File: config.mk
export PLATFORM = sky130hd
export DESIGN_NAME = pgpd_useq
export DESIGN_NICKNAME = d
export VERILOG_FILES = /design/src/hw/rtl/priority_guided_path_decoder_defines.svh /design/src/hw/rtl/pgpd_pkg.sv /design/src/hw/rtl/pgpd_useq.sv
export SDC_FILE = /design/constraint.sdc
export NUM_CORES = 1
export LEC_CHECK = 0
export BUFFER_PORTS_ARGS = -buffer_cell sky130_fd_sc_hd__clkbuf_2
export CELL_PAD_IN_SITES_DETAIL_PLACEMENT = 1
export CELL_PAD_IN_SITES_GLOBAL_PLACEMENT = 1
export CORE_UTILIZATION = 36
export CTS_CLUSTER_SIZE = 40
export DETAILED_ROUTE_END_ITERATION = 8
export GPL_TIMING_DRIVEN = 0
export MAX_ROUTING_LAYER = met4
export PLACE_DENSITY = 0.84
export SYNTH_ARGS = -nofsm -noshare
export SYNTH_HDL_FRONTEND = slang
export SYNTH_SLANG_ARGS = --single-unit
File: constraint.sdc
create_clock -name clk -period 4.14 [get_ports clk]
set_clock_uncertainty 0.1 [all_clocks]
set_input_delay 0.828 -clock clk [delete_from_list [all_inputs] [get_ports clk]]
set_output_delay 0.828 -clock clk [all_outputs]
set_load 0.02 [all_outputs]
File: src/hw/rtl/priority_guided_path_decoder_defines.svh
// Assertion macros used by the decoder's top-level RTL.
`ifndef PRIORITY_GUIDED_PATH_DECODER_DEFINES_SVH
`define PRIORITY_GUIDED_PATH_DECODER_DEFINES_SVH

// The consequent must hold in the same cycle as the antecedent.
`define PGPD_ASSERT_SAME(label, clk, rst_n, ante, cons) \
	label: assert property (@(posedge clk) disable iff (!rst_n) (ante) |-> (cons)) \
		else $error("pgpd: same-cycle check failed");

// The consequent must hold in the cycle after the antecedent.
`define PGPD_ASSERT_NEXT(label, clk, rst_n, ante, cons) \
	label: assert property (@(posedge clk) disable iff (!rst_n) (ante) |=> (cons)) \
		else $error("pgpd: next-cycle check failed");

`endif

File: src/hw/rtl/pgpd_pkg.sv
package pgpd_pkg;

	// Fixed field widths of the transaction payloads.
	localparam int VERTEX_W       = 5;
	localparam int WEIGHT_FIELD_W = 8;
	localparam int PRIO_FIELD_W   = 16;
	localparam int TOTAL_W        = 13;
	localparam logic [TOTAL_W-1:0] TOTAL_MAX = 13'd8191;

	// Longest path that a run may report.
	localparam int MAX_RESULTS = 32;

	// Defaults of the top-level parameters.
	localparam int NUM_VERTICES_DEF  = 32;
	localparam int WEIGHT_BITS_DEF   = 8;
	localparam int PRIORITY_BITS_DEF = 16;

	// Configuration registers.
	localparam int CFG_IDX_W = 1;
	typedef enum logic [CFG_IDX_W-1:0] {
		CFG_START_VERTEX = 1'b0,
		CFG_END_VERTEX   = 1'b1
	} cfg_reg_t;
	localparam logic [VERTEX_W-1:0] START_RESET = 5'd0;
	localparam logic [VERTEX_W-1:0] END_RESET   = 5'd31;

	// Input item modes; the fourth code is ignored.
	typedef enum logic [1:0] {
		MODE_EDGE = 2'd0,
		MODE_PRIO = 2'd1,
		MODE_RUN  = 2'd2
	} mode_t;

	typedef struct packed {
		logic [1:0]                mode;
		logic [VERTEX_W-1:0]       row_vertex;
		logic [VERTEX_W-1:0]       col_vertex;
		logic [WEIGHT_FIELD_W-1:0] edge_weight;
		logic [PRIO_FIELD_W-1:0]   priority_value;
	} in_item_t;

	typedef struct packed {
		logic [VERTEX_W-1:0]       vertex;
		logic [WEIGHT_FIELD_W-1:0] step_weight;
		logic [TOTAL_W-1:0]        total_weight;
		logic                      last;
		logic                      failed;
	} out_item_t;

	// Datapath actions selected by the control word.
	typedef enum logic [3:0] {
		ACT_NOP,
		ACT_WAIT,
		ACT_INIT,
		ACT_RECORD,
		ACT_SCAN,
		ACT_MOVE,
		ACT_EMIT_INIT,
		ACT_EMIT_PUSH,
		ACT_FAIL_PUSH
	} act_t;

	// Jump conditions selected by the control word.
	typedef enum logic [3:0] {
		COND_NEVER,
		COND_ALWAYS,
		COND_NO_RUN,
		COND_START_BAD,
		COND_PATH_FULL,
		COND_AT_END,
		COND_SCAN_MORE,
		COND_NOT_FOUND,
		COND_OUT_BUSY,
		COND_EMIT_MORE
	} cond_t;

	localparam int UPC_W = 4;
	typedef logic [UPC_W-1:0] upc_t;

	// Program addresses.
	localparam upc_t UA_IDLE      = 4'd0;
	localparam upc_t UA_INIT      = 4'd1;
	localparam upc_t UA_CHECK     = 4'd2;
	localparam upc_t UA_RECORD    = 4'd3;
	localparam upc_t UA_SCAN      = 4'd4;
	localparam upc_t UA_DRAIN_A   = 4'd5;
	localparam upc_t UA_DRAIN_B   = 4'd6;
	localparam upc_t UA_DECIDE    = 4'd7;
	localparam upc_t UA_MOVE      = 4'd8;
	localparam upc_t UA_EMIT_INIT = 4'd9;
	localparam upc_t UA_EMIT_READ = 4'd10;
	localparam upc_t UA_EMIT_PUSH = 4'd11;
	localparam upc_t UA_EMIT_NEXT = 4'd12;
	localparam upc_t UA_EMIT_END  = 4'd13;
	localparam upc_t UA_FAIL      = 4'd14;
	localparam upc_t UA_FAIL_END  = 4'd15;

	typedef struct packed {
		act_t  act;
		cond_t cond;
		upc_t  target;
	} uword_t;

	typedef struct packed {
		logic run_taken;
		logic start_bad;
		logic path_full;
		logic at_end;
		logic scan_more;
		logic not_found;
		logic out_busy;
		logic emit_more;
	} seq_status_t;

	// Control store. A taken condition loads target, otherwise the step
	// counter advances by one.
	function automatic uword_t urom(input upc_t addr);
		uword_t w;
		case (addr)
			UA_IDLE:      w = '{ACT_WAIT,      COND_NO_RUN,    UA_IDLE};
			UA_INIT:      w = '{ACT_INIT,      COND_START_BAD, UA_FAIL};
			UA_CHECK:     w = '{ACT_NOP,       COND_PATH_FULL, UA_FAIL};
			UA_RECORD:    w = '{ACT_RECORD,    COND_AT_END,    UA_EMIT_INIT};
			UA_SCAN:      w = '{ACT_SCAN,      COND_SCAN_MORE, UA_SCAN};
			UA_DRAIN_A:   w = '{ACT_NOP,       COND_NEVER,     UA_IDLE};
			UA_DRAIN_B:   w = '{ACT_NOP,       COND_NEVER,     UA_IDLE};
			UA_DECIDE:    w = '{ACT_NOP,       COND_NOT_FOUND, UA_FAIL};
			UA_MOVE:      w = '{ACT_MOVE,      COND_ALWAYS,    UA_CHECK};
			UA_EMIT_INIT: w = '{ACT_EMIT_INIT, COND_NEVER,     UA_IDLE};
			UA_EMIT_READ: w = '{ACT_NOP,       COND_NEVER,     UA_IDLE};
			UA_EMIT_PUSH: w = '{ACT_EMIT_PUSH, COND_OUT_BUSY,  UA_EMIT_PUSH};
			UA_EMIT_NEXT: w = '{ACT_NOP,       COND_EMIT_MORE, UA_EMIT_PUSH};
			UA_EMIT_END:  w = '{ACT_NOP,       COND_ALWAYS,    UA_IDLE};
			UA_FAIL:      w = '{ACT_FAIL_PUSH, COND_OUT_BUSY,  UA_FAIL};
			UA_FAIL_END:  w = '{ACT_NOP,       COND_ALWAYS,    UA_IDLE};
			default:      w = '{ACT_NOP,       COND_ALWAYS,    UA_IDLE};
		endcase
		return w;
	endfunction

endpackage

File: src/hw/rtl/pgpd_useq.sv
module pgpd_useq import pgpd_pkg::*; (
	input  logic        clk,
	input  logic        arst_n,
	input  seq_status_t status,
	output uword_t      uword
);

	upc_t upc_q;
	logic take;

	assign uword = urom(upc_q);

	always_comb begin
		case (uword.cond)
			COND_NEVER:     take = 1'b0;
			COND_ALWAYS:    take = 1'b1;
			COND_NO_RUN:    take = !status.run_taken;
			COND_START_BAD: take = status.start_bad;
			COND_PATH_FULL: take = status.path_full;
			COND_AT_END:    take = status.at_end;
			COND_SCAN_MORE: take = status.scan_more;
			COND_NOT_FOUND: take = status.not_found;
			COND_OUT_BUSY:  take = status.out_busy;
			COND_EMIT_MORE: take = status.emit_more;
			default:        take = 1'b0;
		endcase
	end

	always_ff @(posedge clk or negedge arst_n) begin
		if (!arst_n) begin
			upc_q <= UA_IDLE;
		end else if (take) begin
			upc_q <= uword.target;
		end else begin
			upc_q <= upc_q + upc_t'(1);
		end
	end

endmodule

## Yosys cells after proc, flatten, opt, wreduce, memory -nomap -nowiden

Memories as Yosys holds them, arrays and structs flattened.
Cells that the tools add are included.

- Register bits after elaboration: 4
- Memory bits (read-only): 192
- Bits of input ports: 10
- Output and inout port bits: 12
- Logic and storage cells: 15
- Memories kept: 1

- Add/subtract/negate cells: 1
- Equal/unequal tests: 9
- Mux-type cells: 2
- Reductions and logical operators: 1

Memory list:

| name | depth | width | rd ports | clocked after Yosys merged registers in | write ports | RTL line | source |
|---|---|---|---|---|---|---|---|
| (name not given) | 16 | 12 | 1 | 0 | 0 | pgpd_pkg.sv:119 | `case (addr)` |

Operators by type and width:

| kind | count |
|---|---|
| $eq 4x3->1 const B | 4 |
| $pmux 1 s9 | 1 |
| $eq 4x2->1 const B | 2 |
| $eq 4x4->1 const B | 2 |
| $add 4x1->4 const B | 1 |
| $eq 4x1->1 const B | 1 |
| $mux 4 | 1 |
| $logic_not 1->1 | 1 |

## Logic depth before layout (Yosys ltp)

An unclocked memory read counts as a cell.

- Depth in word-level cells: 4
- Gate-level depth with buffers: 7
- Gate-level depth less buffers: 7

## Worst setup path after synthesis

Ideal clock, no wire load.

- Kind: reg2out
- Start point: reg upc_q[1]
- End point: out uword[2] (netlist name)
- Arrival: 1.590 ns
- Data required time: 3.212 ns
- Setup slack: 1.622 ns
- Cell stages (with the launch flop): 5
- Buffers on the path: 0
- Cells stage by stage: dfrtp_1 inv_1 ha_1 inv_1 o31ai_1

RTL lines:

| item | RTL line | source |
|---|---|---|
| start, declared | pgpd_useq.sv:8 | `upc_t upc_q;` |
| start signal, assigned | pgpd_useq.sv:33 | `upc_q <= uword.target;` |
| start signal, assigned | pgpd_useq.sv:35 | `upc_q <= upc_q + upc_t'(1);` |
| end, declared | pgpd_useq.sv:5 | `output uword_t uword` |

==> results by group <==
Logic synthesis
  • Cell variety after synth: 34
  • Syn_area_per_cell: 8.91 um^2
  • Post-synthesis register bit count: 4
  • Post-Syn Area: 579 um^2
  • Seq/Total Area, Yosys: 17.3%
  • Top cells by area, synth: dfrtp_1, ha_1, mux2_1
  • Synth warn: 0
  • Synth Flop Type: dfrtp_1
  • Async S/R FF share, synth: 100%
  • Cell taking the most area after synthesis: dfrtp_1
  • Cells after Synth: 65
  • Number of flops mapped to enable cells by yosys: 0
  • Synthesized Nets: 80
  • Share of the synthesized area in the top cell type: 17.3%

Status
  • Status: finished clean

Clock tree
  • Clock buffer depth: 2
  • Worst-Skew Late Latency: 230 ps
  • CTS tree: done
  • Clk sink count: 4
  • Clock root buffer: clkbuf_4
  • Num CTS Buffers: 3
  • Post-CTS Setup Repair Bufs: 0
  • CTS hold repair buffers: 0
  • Register clock-pin slew on the reported worst setup and hold paths: 40 ps
  • Post-CTS Resized: 0
  • H-tree levels: 1

Die
  • Vert. Die Dim: 42.1 um
  • Die width: 42.1 um
  • Die area: 1770 um^2
  • Initial core utilization: 38.5%
  • # rows: 14
  • CORE AREA: 1510 um^2
  • Io pins: 22

Setup path
  • CP required: 3210 ps
  • Worst path max stage delay: 540 ps
  • Startpoint type of the worst setup path: flip-flop
  • Top cell by count, worst path: inv_1
  • CP max FO: 9
  • Buffers and inverters on the worst path: 3
  • CP max stage cell: dfrtp_1
  • Crit path max-delay family: flip-flops
  • Crit Path Class: flip-flop to primary output
  • CP Data Arrival Time: 2000 ps
  • Cell chain of the critical path: inv_1 > ha_1 > inv_1 > o31ai_1 > clkbuf_2
  • CP Capture Type: primary output

Drt
  • Final antenna-violating net count: 0
  • Total number of vias: 570
  • Wl on met1: 675 um
  • Count of routing violations after the opening detailed-route iteration: 2
  • WL per Instance: 13.4 um
  • Drt first pass iters: 2
  • Met3 wire len: 23 um
  • Via density: 5.43
  • Top Layer Used: met3
  • Drt total wl: 1410 um
  • Met2 WL: 710 um
  • DRC errors left: 0

Finish
  • Layout cell share with drive strength beyond 1: 36.0%
  • Area of the multi-input gates: 435 um^2
  • Final instance area: 727 um^2
  • Fillers: 195
  • Most common cell after layout, fill and taps aside: clkbuf_2
  • Max FFs per register: 4
  • Final std cells w/o fill: 105
  • Reg with most FFs: upc_q
  • Largest regs: upc_q (4)
  • Fin nets: 106
  • Synth-to-layout area growth: 25.5%
  • Most frequent cells in the layout: clkbuf_2, nor2_1, ha_1
  • Antenna cells: 0
  • Register Area: 100 um^2

Placement
  • Inst Count DP: 102
  • Detailed Place HPWL: 1190 um
  • Port Buf Inserts: 21
  • Dpl cell area: 704 um^2
  • Post-place setup slack: 1460 ps
  • Final GP Congestion: 0.784

Timing
  • Setup-failing EPs final: 0
  • Crit path time final: 2930 ps
  • Final Max Tran Viols: 0
  • Slew @ Worst Pin: 433 ps
  • Max frequency: 341 MHz
  • Final period utilization: 70.8%
  • RSZ-0062 raised after global routing: false
  • Final setup margin: 1210 ps
  • Max_slew headroom: 70.9%
  • Total Negative Setup Slacks: 0 ps
  • Final hold viol count: 0

GRT
  • Gr ovfl total: 0
  • Total GRT Usage: 18.8%
  • Vias in the first global route: 551
  • Initial antenna violation count: 0
  • Global-route wire length before repair: 2500 um
  • Largest net degree at the start of global routing: 11

Hold path
  • Hold crit path type: input pin to async pin

Flow run
  • Max_cap viols: 0
==> cell usage after synthesis, drive strengths merged, types with 3 or more instances <==
cell and count:
buf 3, nor3b 3, dfrtp 4, mux2i 3, o21ai 3, inv 5, mux2 4, nor2 5
o211ai 4, ha 5
==> through the flow <==
step / utilization, % / hold slack [ps]
after floorplan: - / 432
after global placement: 46.8 / 533
after detailed placement: 46.8 / 534
after CTS: 48.3 / 280
after global routing: 48.3 / 298
final: 48.3 / 291
==> logic make-up after synthesis <==
group                      count (synthesis)  share of synthesized area, %
xor gates and xnor gates                   3                          4.54
and+or+nand+nor                           18                          18.8
buffers and inverters                      9                          7.56
adders and majority gates                  5                          10.8
muxes                                      7                          13.0
AOI/OAI and AO/OA                         19                          28.1
DFF                                        4                          17.3
==> per-layer routing <==
layer	track usage [%]	vias up
met1	26.1	273
met2	27.8	7
met5	-	-
met4	7.50	0
li1	-	290
met3	2.59	0
==> final timing paths <==
kind	startpoint	end	slack [ps]	depth (start not counted)
min	arst_n	upc_q[2]	290	1
min in group clk	upc_q[0]	upc_q[0]	670	2
max in group asynchronous	arst_n	upc_q[1]	3530	1
max reg2reg	upc_q[1]	upc_q[3]	1780	7
min reg2reg	upc_q[0]	upc_q[0]	670	2
max	upc_q[1]	uword[2]	1210	5
==> worst reg2reg max path, cell delays in order, from the launching register on <==
cell	delay, ps
dfrtp_1	540
inv_1	80
ha_1	370
a21o_1	240
a21oi_4	140
mux2i_1	100
o221ai_2	300
mux2_1	370
==> final cells by class <==
type / instances / area share, %
repair buffers: 21 / 14.5
clock buffers: 3 / 3.10
well taps: 16 / 2.75
plain buffers: 4 / 3.44
multi-input cells: 52 / 59.9
inverters: 5 / 2.58
flip-flops and latches: 4 / 13.8
Power is not shown: default switching activity piles up to over one toggle a cycle in this logic, so the estimate is an artifact.
